<file path="config.mk">
export PLATFORM = sky130hd
export DESIGN_NAME = sorted_table_insert_search
export DESIGN_NICKNAME = d
export VERILOG_FILES = /design/src/design/stis_pkg.sv /design/src/design/stis_cell.sv /design/src/design/sorted_table_insert_search.sv
export SDC_FILE = /design/constraint.sdc
export NUM_CORES = 2
export LEC_CHECK = 0
export CAP_MARGIN = 20
export CORE_MARGIN = 2
export CORE_UTILIZATION = 65
export CTS_CLUSTER_SIZE = 12
export DETAILED_ROUTE_END_ITERATION = 10
export DONT_BUFFER_PORTS = 1
export PLACE_DENSITY_LB_ADDON = 0.15
export SLEW_MARGIN = 25
export SYNTH_ARGS = -nofsm -noshare
export SYNTH_HDL_FRONTEND = slang
export SYNTH_HIERARCHICAL = 1
export SYNTH_SLANG_ARGS = --single-unit
</file>
<file path="constraint.sdc">
create_clock -name clk -period 8.55 [get_ports clk]
set_input_delay 1.2825 -clock clk [delete_from_list [all_inputs] [get_ports clk]]
set_output_delay 1.2825 -clock clk [all_outputs]
set_load 0.1 [all_outputs]
</file>
<file path="src/design/stis_pkg.sv">
// ----------------------------------------------------------------------------
// stis_pkg: shared types and constants of the sorted table
// Field widths, operation and status codes, and the cell control struct.
// ----------------------------------------------------------------------------
`default_nettype none

package stis_pkg;

	localparam int DEF_CAPACITY = 16;

	localparam int VALUE_W  = 32;
	localparam int STATUS_W = 2;
	localparam int POS_W    = 4;
	localparam int CNT_W    = 5;

	// Operation codes
	localparam logic FUNC_INSERT = 1'b0;
	localparam logic FUNC_SEARCH = 1'b1;

	// Result status codes
	localparam logic [STATUS_W-1:0] ST_OK   = 2'd0;
	localparam logic [STATUS_W-1:0] ST_FULL = 2'd1;
	localparam logic [STATUS_W-1:0] ST_MISS = 2'd2;

	// Per-cell update control
	typedef struct packed {
		logic load_key;  // take the new value
		logic shift;     // take the left neighbor's value
	} cell_ctl_t;

endpackage

`default_nettype wire

</file>
<file path="src/design/stis_cell.sv">
// ----------------------------------------------------------------------------
// stis_cell: one slot of the sorted table
// Holds one value, compares it against the key, and on an insert either
// keeps it, takes the key, or takes the value of the slot to its left.
// ----------------------------------------------------------------------------
`default_nettype none

module stis_cell (
	input  wire                                 clk,
	input  wire  signed [stis_pkg::VALUE_W-1:0] key,
	input  wire                                 occupied,
	input  stis_pkg::cell_ctl_t                 ctl,
	input  wire  signed [stis_pkg::VALUE_W-1:0] left_val,
	output logic signed [stis_pkg::VALUE_W-1:0] val,
	output logic                                less,
	output logic                                eq
);

	logic signed [stis_pkg::VALUE_W-1:0] val_q;

	always_ff @(posedge clk) begin
		if (ctl.load_key) begin
			val_q <= key;
		end else if (ctl.shift) begin
			val_q <= left_val;
		end
	end

	assign val  = val_q;
	assign less = occupied && (val_q < key);
	assign eq   = occupied && (val_q == key);

endmodule

`default_nettype wire

</file>
<file path="src/design/sorted_table_insert_search.sv">
// ----------------------------------------------------------------------------
// sorted_table_insert_search: ordered table with insert and search
// A row of CAPACITY cells keeps signed values in ascending order. Insert
// places a value before the first stored value that is not smaller; search
// reports the index of the first match.
// ----------------------------------------------------------------------------
//
//  channel  | handshake          | payload
//  ---------+--------------------+---------------------------------------
//  request  | start / busy       | func, value
//  result   | done (one strobe)  | status, position, entry_count
//
//  Each request passes in order from transfer to the done strobe through s1,
//  where every cell compares its value with the key, then s2, where the compare
//  vector is encoded and the cells shift, then the result registers on the ports.
//  busy is high while a request is in s1 or s2; a new request can be
//  taken in the cycle done is high, so requests never overlap.
//  Reset clears the fill count and the stage flags; cell contents are not
//  cleared, only the first entry_count cells are ever looked at.
//  The receiver cannot stall: done lasts exactly one cycle.
// ----------------------------------------------------------------------------
`default_nettype none

module sorted_table_insert_search #(
	parameter int CAPACITY = stis_pkg::DEF_CAPACITY
) (
	input  wire                                 clk,
	input  wire                                 arst_n,
	input  wire                                 start,
	output logic                                busy,
	input  wire                                 func,
	input  wire  signed [stis_pkg::VALUE_W-1:0] value,
	output logic                                done,
	output logic        [stis_pkg::STATUS_W-1:0] status,
	output logic        [stis_pkg::POS_W-1:0]    position,
	output logic        [stis_pkg::CNT_W-1:0]    entry_count
);

	localparam int IW = $clog2(CAPACITY);        // cell index width
	localparam int CW = $clog2(CAPACITY + 1);    // fill count width
	localparam int PW = (IW > stis_pkg::POS_W) ? IW : stis_pkg::POS_W;
	localparam int NW = (CW > stis_pkg::CNT_W) ? CW : stis_pkg::CNT_W;

	// Request registers, held while busy
	logic                                 func_q;
	logic signed [stis_pkg::VALUE_W-1:0]  key_q;
	logic                                 s1_vld_q;
	logic                                 s2_vld_q;
	logic [CW-1:0]                        fill_q;

	// Compare vectors
	logic [CAPACITY-1:0] less_c, eq_c;
	logic [CAPACITY-1:0] less_s2, eq_s2;

	logic signed [stis_pkg::VALUE_W-1:0] cell_val [CAPACITY];
	stis_pkg::cell_ctl_t                 cell_ctl [CAPACITY];

	logic accept;
	assign busy   = s1_vld_q | s2_vld_q;
	assign accept = start & ~busy;

	always_ff @(posedge clk) begin
		if (accept) begin
			func_q <= func;
			key_q  <= value;
		end
	end

	always_ff @(posedge clk or negedge arst_n) begin
		if (!arst_n) begin
			s1_vld_q <= 1'b0;
			s2_vld_q <= 1'b0;
		end else begin
			s1_vld_q <= accept;
			s2_vld_q <= s1_vld_q;
		end
	end

	always_ff @(posedge clk) begin
		if (s1_vld_q) begin
			less_s2 <= less_c;
			eq_s2   <= eq_c;
		end
	end

	// Insert goes ahead only when there is room
	logic full, ins_go;
	assign full   = (fill_q == CW'(CAPACITY));
	assign ins_go = s2_vld_q && (func_q == stis_pkg::FUNC_INSERT) && !full;

	// Cell row. less is a thermometer: ones for the cells below the key.
	genvar gi;
	generate
		for (gi = 0; gi < CAPACITY; gi++) begin : g_cell
			logic prev_less;
			logic signed [stis_pkg::VALUE_W-1:0] left;

			if (gi == 0) begin : g_head
				assign prev_less = 1'b1;
				assign left      = key_q;
			end else begin : g_body
				assign prev_less = less_s2[gi-1];
				assign left      = cell_val[gi-1];
			end

			// {load_key, shift}
			assign cell_ctl[gi] = {ins_go & prev_less & ~less_s2[gi],
				ins_go & ~prev_less};

			stis_cell u_cell (
				.clk      (clk),
				.key      (key_q),
				.occupied (CW'(gi) < fill_q),
				.ctl      (cell_ctl[gi]),
				.left_val (left),
				.val      (cell_val[gi]),
				.less     (less_c[gi]),
				.eq       (eq_c[gi])
			);
		end
	endgenerate

	// Boundary of the thermometer: the first cell not below the key
	logic [CAPACITY-1:0] edge_oh;
	logic [IW-1:0]       idx;
	logic                found;

	assign edge_oh = {less_s2[CAPACITY-2:0], 1'b1} & ~less_s2;

	always_comb begin
		idx   = '0;
		found = 1'b0;
		for (int i = 0; i < CAPACITY; i++) begin
			if (edge_oh[i]) begin
				idx = idx | IW'(i);
			end
			found = found | (edge_oh[i] & eq_s2[i]);
		end
	end

	// Fill count
	logic [CW-1:0] fill_nxt;
	assign fill_nxt = ins_go ? (fill_q + CW'(1)) : fill_q;

	always_ff @(posedge clk or negedge arst_n) begin
		if (!arst_n) begin
			fill_q <= '0;
		end else begin
			fill_q <= fill_nxt;
		end
	end

	// Result
	logic [stis_pkg::STATUS_W-1:0] status_c;
	logic [PW-1:0]                 pos_c;
	logic [NW-1:0]                 cnt_c;

	always_comb begin
		status_c = stis_pkg::ST_OK;
		pos_c    = PW'(idx);
		if (func_q == stis_pkg::FUNC_INSERT) begin
			if (full) begin
				status_c = stis_pkg::ST_FULL;
				pos_c    = '0;
			end
		end else if (!found) begin
			status_c = stis_pkg::ST_MISS;
			pos_c    = '0;
		end
		cnt_c = NW'(fill_nxt);
	end

	always_ff @(posedge clk or negedge arst_n) begin
		if (!arst_n) begin
			done <= 1'b0;
		end else begin
			done <= s2_vld_q;
		end
	end

	always_ff @(posedge clk) begin
		if (s2_vld_q) begin
			status      <= status_c;
			position    <= pos_c[stis_pkg::POS_W-1:0];
			entry_count <= cnt_c[stis_pkg::CNT_W-1:0];
		end
	end

endmodule

`default_nettype wire

</file>
# == Word level (Yosys, flattened, before mapping) ==
# Index checks and enable logic that the tools add are counted.
# totals
register_bits,596
inputBits,36
out_inout_bits,13
elab_cells,277
# classes
add_sub_neg,1
order_cmp,32
eq_ne,17
n_mux,52
bitwise_logic,98
n_reduce_logical,50
# ops
operator,n
$mux W32,30
$eq A32 B32 Y1,16
$lt A32 B32 Y1,16
$and A1 B1 Y1,62
$mux W4,11
$lt A4 B5 Y1 const A,8
$logic_and A1 B1 Y1,34
$reduce_bool A2 Y1,15
$lt A3 B5 Y1 const A,4
$not A1 Y1,18
$and A16 B16 Y16,1
$not A16 Y16,1
$or A1 B1 Y1,16
$mux W3,4
$lt A1 B5 Y1 const A,2
$lt A2 B5 Y1 const A,2
$mux W2,4
$add A5 B1 Y5 const B,1
$eq A5 B5 Y1 const B,1
$mux W5,1
$mux W1,2
$logic_not A1 Y1,1

# == Longest topological paths before layout ==
# logic_depth
word_depth,20
mapped_depth,11
depth_no_buf,8

# == Hierarchy ==
# Netlist, hierarchy kept.
# by_module_without_submodules
mod,n_inst,cells_each,area_per_inst_um2,seq_area_each_um2
stis_cell,16,186,2188.3,960.9
sorted_table_insert_search,1,214,3238.1,2482.4

# == Worst setup path after synthesis ==
# OpenSTA, ideal clock, no wires.
# synth_timing
kind,register to register
start,register s1_vld_q
end,"register func_q, enable pin"
setup_time_ns,0.424
t_arrival_ns,2.933
required_time_ns,8.126
path_slack_ns,5.192
path_stages_with_launch,3
path_buffers,0
synth_period_minus_slack_ns,3.358
path_cell_list,dfrtp_1 or2_2 nor2_1
# synth_via
elab_chain_cells,3
# synth_lines
item,line,text
"start, declared",sorted_table_insert_search.sv:47,logic s1_vld_q;
"start signal, assigned",sorted_table_insert_search.sv:74,s1_vld_q <= accept;
$or A1 B1 Y1,sorted_table_insert_search.sv:59,assign busy = s1_vld_q | s2_vld_q;
via busy,sorted_table_insert_search.sv:30,"output logic busy,"
$not A1 Y1,sorted_table_insert_search.sv:60,assign accept = start & ~busy;
$and A1 B1 Y1,sorted_table_insert_search.sv:60,
via accept,sorted_table_insert_search.sv:58,logic accept;
"end signal, assigned",sorted_table_insert_search.sv:64,func_q <= func;
"end, declared",sorted_table_insert_search.sv:45,logic func_q;
# The timed path passes the listed nets, and every way through them passes these cells.
# A chain may end at the register's enable or synchronous reset.

==> impl_metrics.tcl <==
set metrics [dict create \
    outcome "finished, final reports clean" \
    viasPerCell 6.06 \
    post_cts_resize_count 0 \
    post_route_ant_nets 0 \
    std_cell_rows 88 \
    finalHoldViolCount 0 \
    fp.dieArea_mm2 0.0608 \
    synth_area_mm2 0.0383 \
    async_flop_share_pct 1.34 \
    synth_nets 3740 \
    cp-start-kind "flop" \
    synth_top_cells_by_area "sky130_fd_sc_hd__edfxtp_1 (46%), sky130_fd_sc_hd__ha_1 (17%), sky130_fd_sc_hd__mux2_2 (15%)" \
    vdd_ir_drop_max_mv 0.195 \
    post_synth_top_area_cell "sky130_fd_sc_hd__edfxtp_1" \
    buffer_type_at_the_clock_tree_root "sky130_fd_sc_hd__clkbuf_16" \
    cts_tree "yes" \
    final.period_utilization_pct 45.6 \
    ctsLongestPathBuffers 3 \
    gr-total-overflow 0 \
    drt_drc_violations_left 0 \
    holdCritPathClass "in -> async" \
    die_h_um 247 \
    effective_utilization_at_floorplan_pct 66.0 \
    htree_num_levels 3 \
    die_width_um 247 \
    worstSetupPathType "reg -> reg" \
    drt-pass1-iter-count 8 \
    number_of_synthesized_register_bits 596 \
    power-per-cell-area_mw_per_mm2 184 \
    critical_path.endpoint_type "flop" \
    clk_transition_reported_paths_ns 0.06 \
    drt_first_iter_violations 1375 \
    grt_setup_unrepaired "false" \
    post-synth-top-count-cell "sky130_fd_sc_hd__edfxtp_1" \
    cp.arrival_ns 4.12 \
    worst_slew_margin_rel_pct 21.1 \
    grt_first_pass_wirelength_um 131000 \
    detail_route.wl_per_cell_um 20.4 \
    finalClockSkew_ns 0.0144 \
    cell_leakage_power_uw 0.0175 \
    timing.final.max_slew_violations 0 \
    dp_hpwl_um 62200 \
    setup_tns_ns 0 \
    tightestPinTransition_ns 1.15 \
    fin_crit_ns 3.90 \
    synth_largest_type_area_fraction_pct 46.2 \
    placer_congestion 0.958 \
    synth-edff-count 588 \
    layout_nets 3788 \
    post_cts_buffers 0 \
    cts.sinks 596 \
    port-buffer-count 0 \
    hold_buffers 0 \
    grt_start_max_net_pins 35 \
    setup_viol 0 \
    top_level_ports 49 \
    postSynthCellCount 3190 \
    dominantRegCellSynth "sky130_fd_sc_hd__edfxtp_1" \
    drive_gt1_share_pct 22.0 \
    fp.coreArea_mm2 0.0579 \
    critPathMaxFanout 34 \
    totalWireLength_um 82700 \
    postSynthAreaPerCell_um2 12.0 \
    part_of_the_yosys_area_used_for_sequential_elements_pct 46.7 \
    timing.fmax_mhz 256 \
    synth_warnings 6 \
    antenna_found_initial 1 \
    layout.cell_area.non_filler_mm2 0.0414 \
    insertion_delay_ns 0.59 \
    area_delta_synth_final_pct 8.11 \
    postPlaceCellArea_mm2 0.0393 \
    numCtsBuffers 67 \
    grt_util_all_layers_pct 27.5 \
    yosys.cell_types.count 50 \
    detailroute.via_count 24524 \
    first_global_vias 26382 \
    crit_required_ns 8.77 \
    timing.max_cap.violations 0 \
    synth.top_cells.by_count "sky130_fd_sc_hd__edfxtp_1 (588), sky130_fd_sc_hd__inv_1 (556), sky130_fd_sc_hd__ha_1 (514), sky130_fd_sc_hd__mux2_2 (512), sky130_fd_sc_hd__a21oi_1 (161)" \
]
[per-stage QoR]
stage,std cells,setup slack (ns),hold slack [ns],power (µW),util (%)
floorplan,3190,5.19,0.552,4550,-
global placement,3931,4.80,0.558,4870,67.8
detailed placement,3932,4.67,0.564,4940,67.8
CTS,4047,4.63,0.347,7660,71.3
global route,4049,4.43,0.352,7940,71.4
finish,4050,4.65,0.384,7620,71.4
[cell usage in the layout (no fill, tap or decap), types with 17 or more instances in the layout]
cell type / instances
sky130_fd_sc_hd__a21o_1: 33
sky130_fd_sc_hd__nand3_1: 17
sky130_fd_sc_hd__inv_1: 556
sky130_fd_sc_hd__or2_2: 17
sky130_fd_sc_hd__nor2_1: 82
sky130_fd_sc_hd__nand2b_1: 18
sky130_fd_sc_hd__clkbuf_16: 71
sky130_fd_sc_hd__a2111oi_0: 20
sky130_fd_sc_hd__a21oi_1: 161
sky130_fd_sc_hd__mux2_2: 512
sky130_fd_sc_hd__a211oi_1: 64
sky130_fd_sc_hd__ha_1: 514
sky130_fd_sc_hd__and4_1: 32
sky130_fd_sc_hd__o21ai_0: 68
sky130_fd_sc_hd__nand2_1: 130
sky130_fd_sc_hd__nand4_1: 67
sky130_fd_sc_hd__edfxtp_1: 588
sky130_fd_sc_hd__nor2b_1: 42
sky130_fd_sc_hd__buf_4: 47
[area by class of cell]
type	instances	area (µm²)
Timing Repair Buffer	50	410
Tap cell	765	957
Clock inverter	26	168
Sequential cell	596	17900
Multi-Input combinational cell	1967	18000
Inverter	556	2090
Fill cell	3871	16600
Clock buffer	89	1870
Antenna cell	1	2.50
[logic make-up after synthesis]
family / after synthesis / synth area share [%]
simple gates: 502 / 7.81
flops: 596 / 46.7
buf+inv: 627 / 6.37
mux: 528 / 15.5
xor+xnor: 4 / 0.0916
other cells: 1 / 0.00980
fa+ha+maj: 514 / 16.8
compound gates: 418 / 6.73
[layer usage]
metal  wire [µm]  GRT usage [%]
met2       44900           53.4
met3        3760           4.74
met5           0              0
met1       30800           29.0
met4        3240           11.1
[power breakdown]
part           switching, µW  leakage (µW)  internal (µW)
logic                    779        0.0110            494
clock network           1120       0.00101           1590
registers                183       0.00554           3460
total                   2080        0.0175           5540
[worst max-delay path: stages (launching register included)]
cell,delay (ns)
sky130_fd_sc_hd__dfrtp_1,0.47
sky130_fd_sc_hd__inv_1,0.14
sky130_fd_sc_hd__ha_1,0.20
sky130_fd_sc_hd__and4bb_4,0.22
sky130_fd_sc_hd__or3b_1,0.79
sky130_fd_sc_hd__nor2_4,0.91
sky130_fd_sc_hd__or2_2,0.77
[worst paths after layout]
path	from	to	slack [ns]	depth (start not counted)
worst max-delay path	fill_q[1]$_DFF_PN0_	g_cell[1].u_cell/val[8]$_DFFE_PP_	4.65	6
worst min-delay path	arst_n	s1_vld_q$_DFF_PN0_	0.38	0
worst max register to register	fill_q[1]$_DFF_PN0_	g_cell[1].u_cell/val[8]$_DFFE_PP_	4.65	6
worst min register to register	g_cell[10].u_cell/val[15]$_DFFE_PP_	g_cell[11].u_cell/val[15]$_DFFE_PP_	0.58	1
max in group asynchronous	arst_n	fill_q[2]$_DFF_PN0_	8.09	0
min in group clk	g_cell[10].u_cell/val[15]$_DFFE_PP_	g_cell[11].u_cell/val[15]$_DFFE_PP_	0.58	1
[state kept, by name, indices dropped and copies added (netlist names)]
register,count
g_cell.u_cell/val,512
g_cell.left,32
eq_s2,16
less_s2,16
entry_count,5
fill_q,5
position,4
status,2
done,1
func_q,1
s1_vld_q,1
s2_vld_q,1
Power figures use the tool's default switching activity.
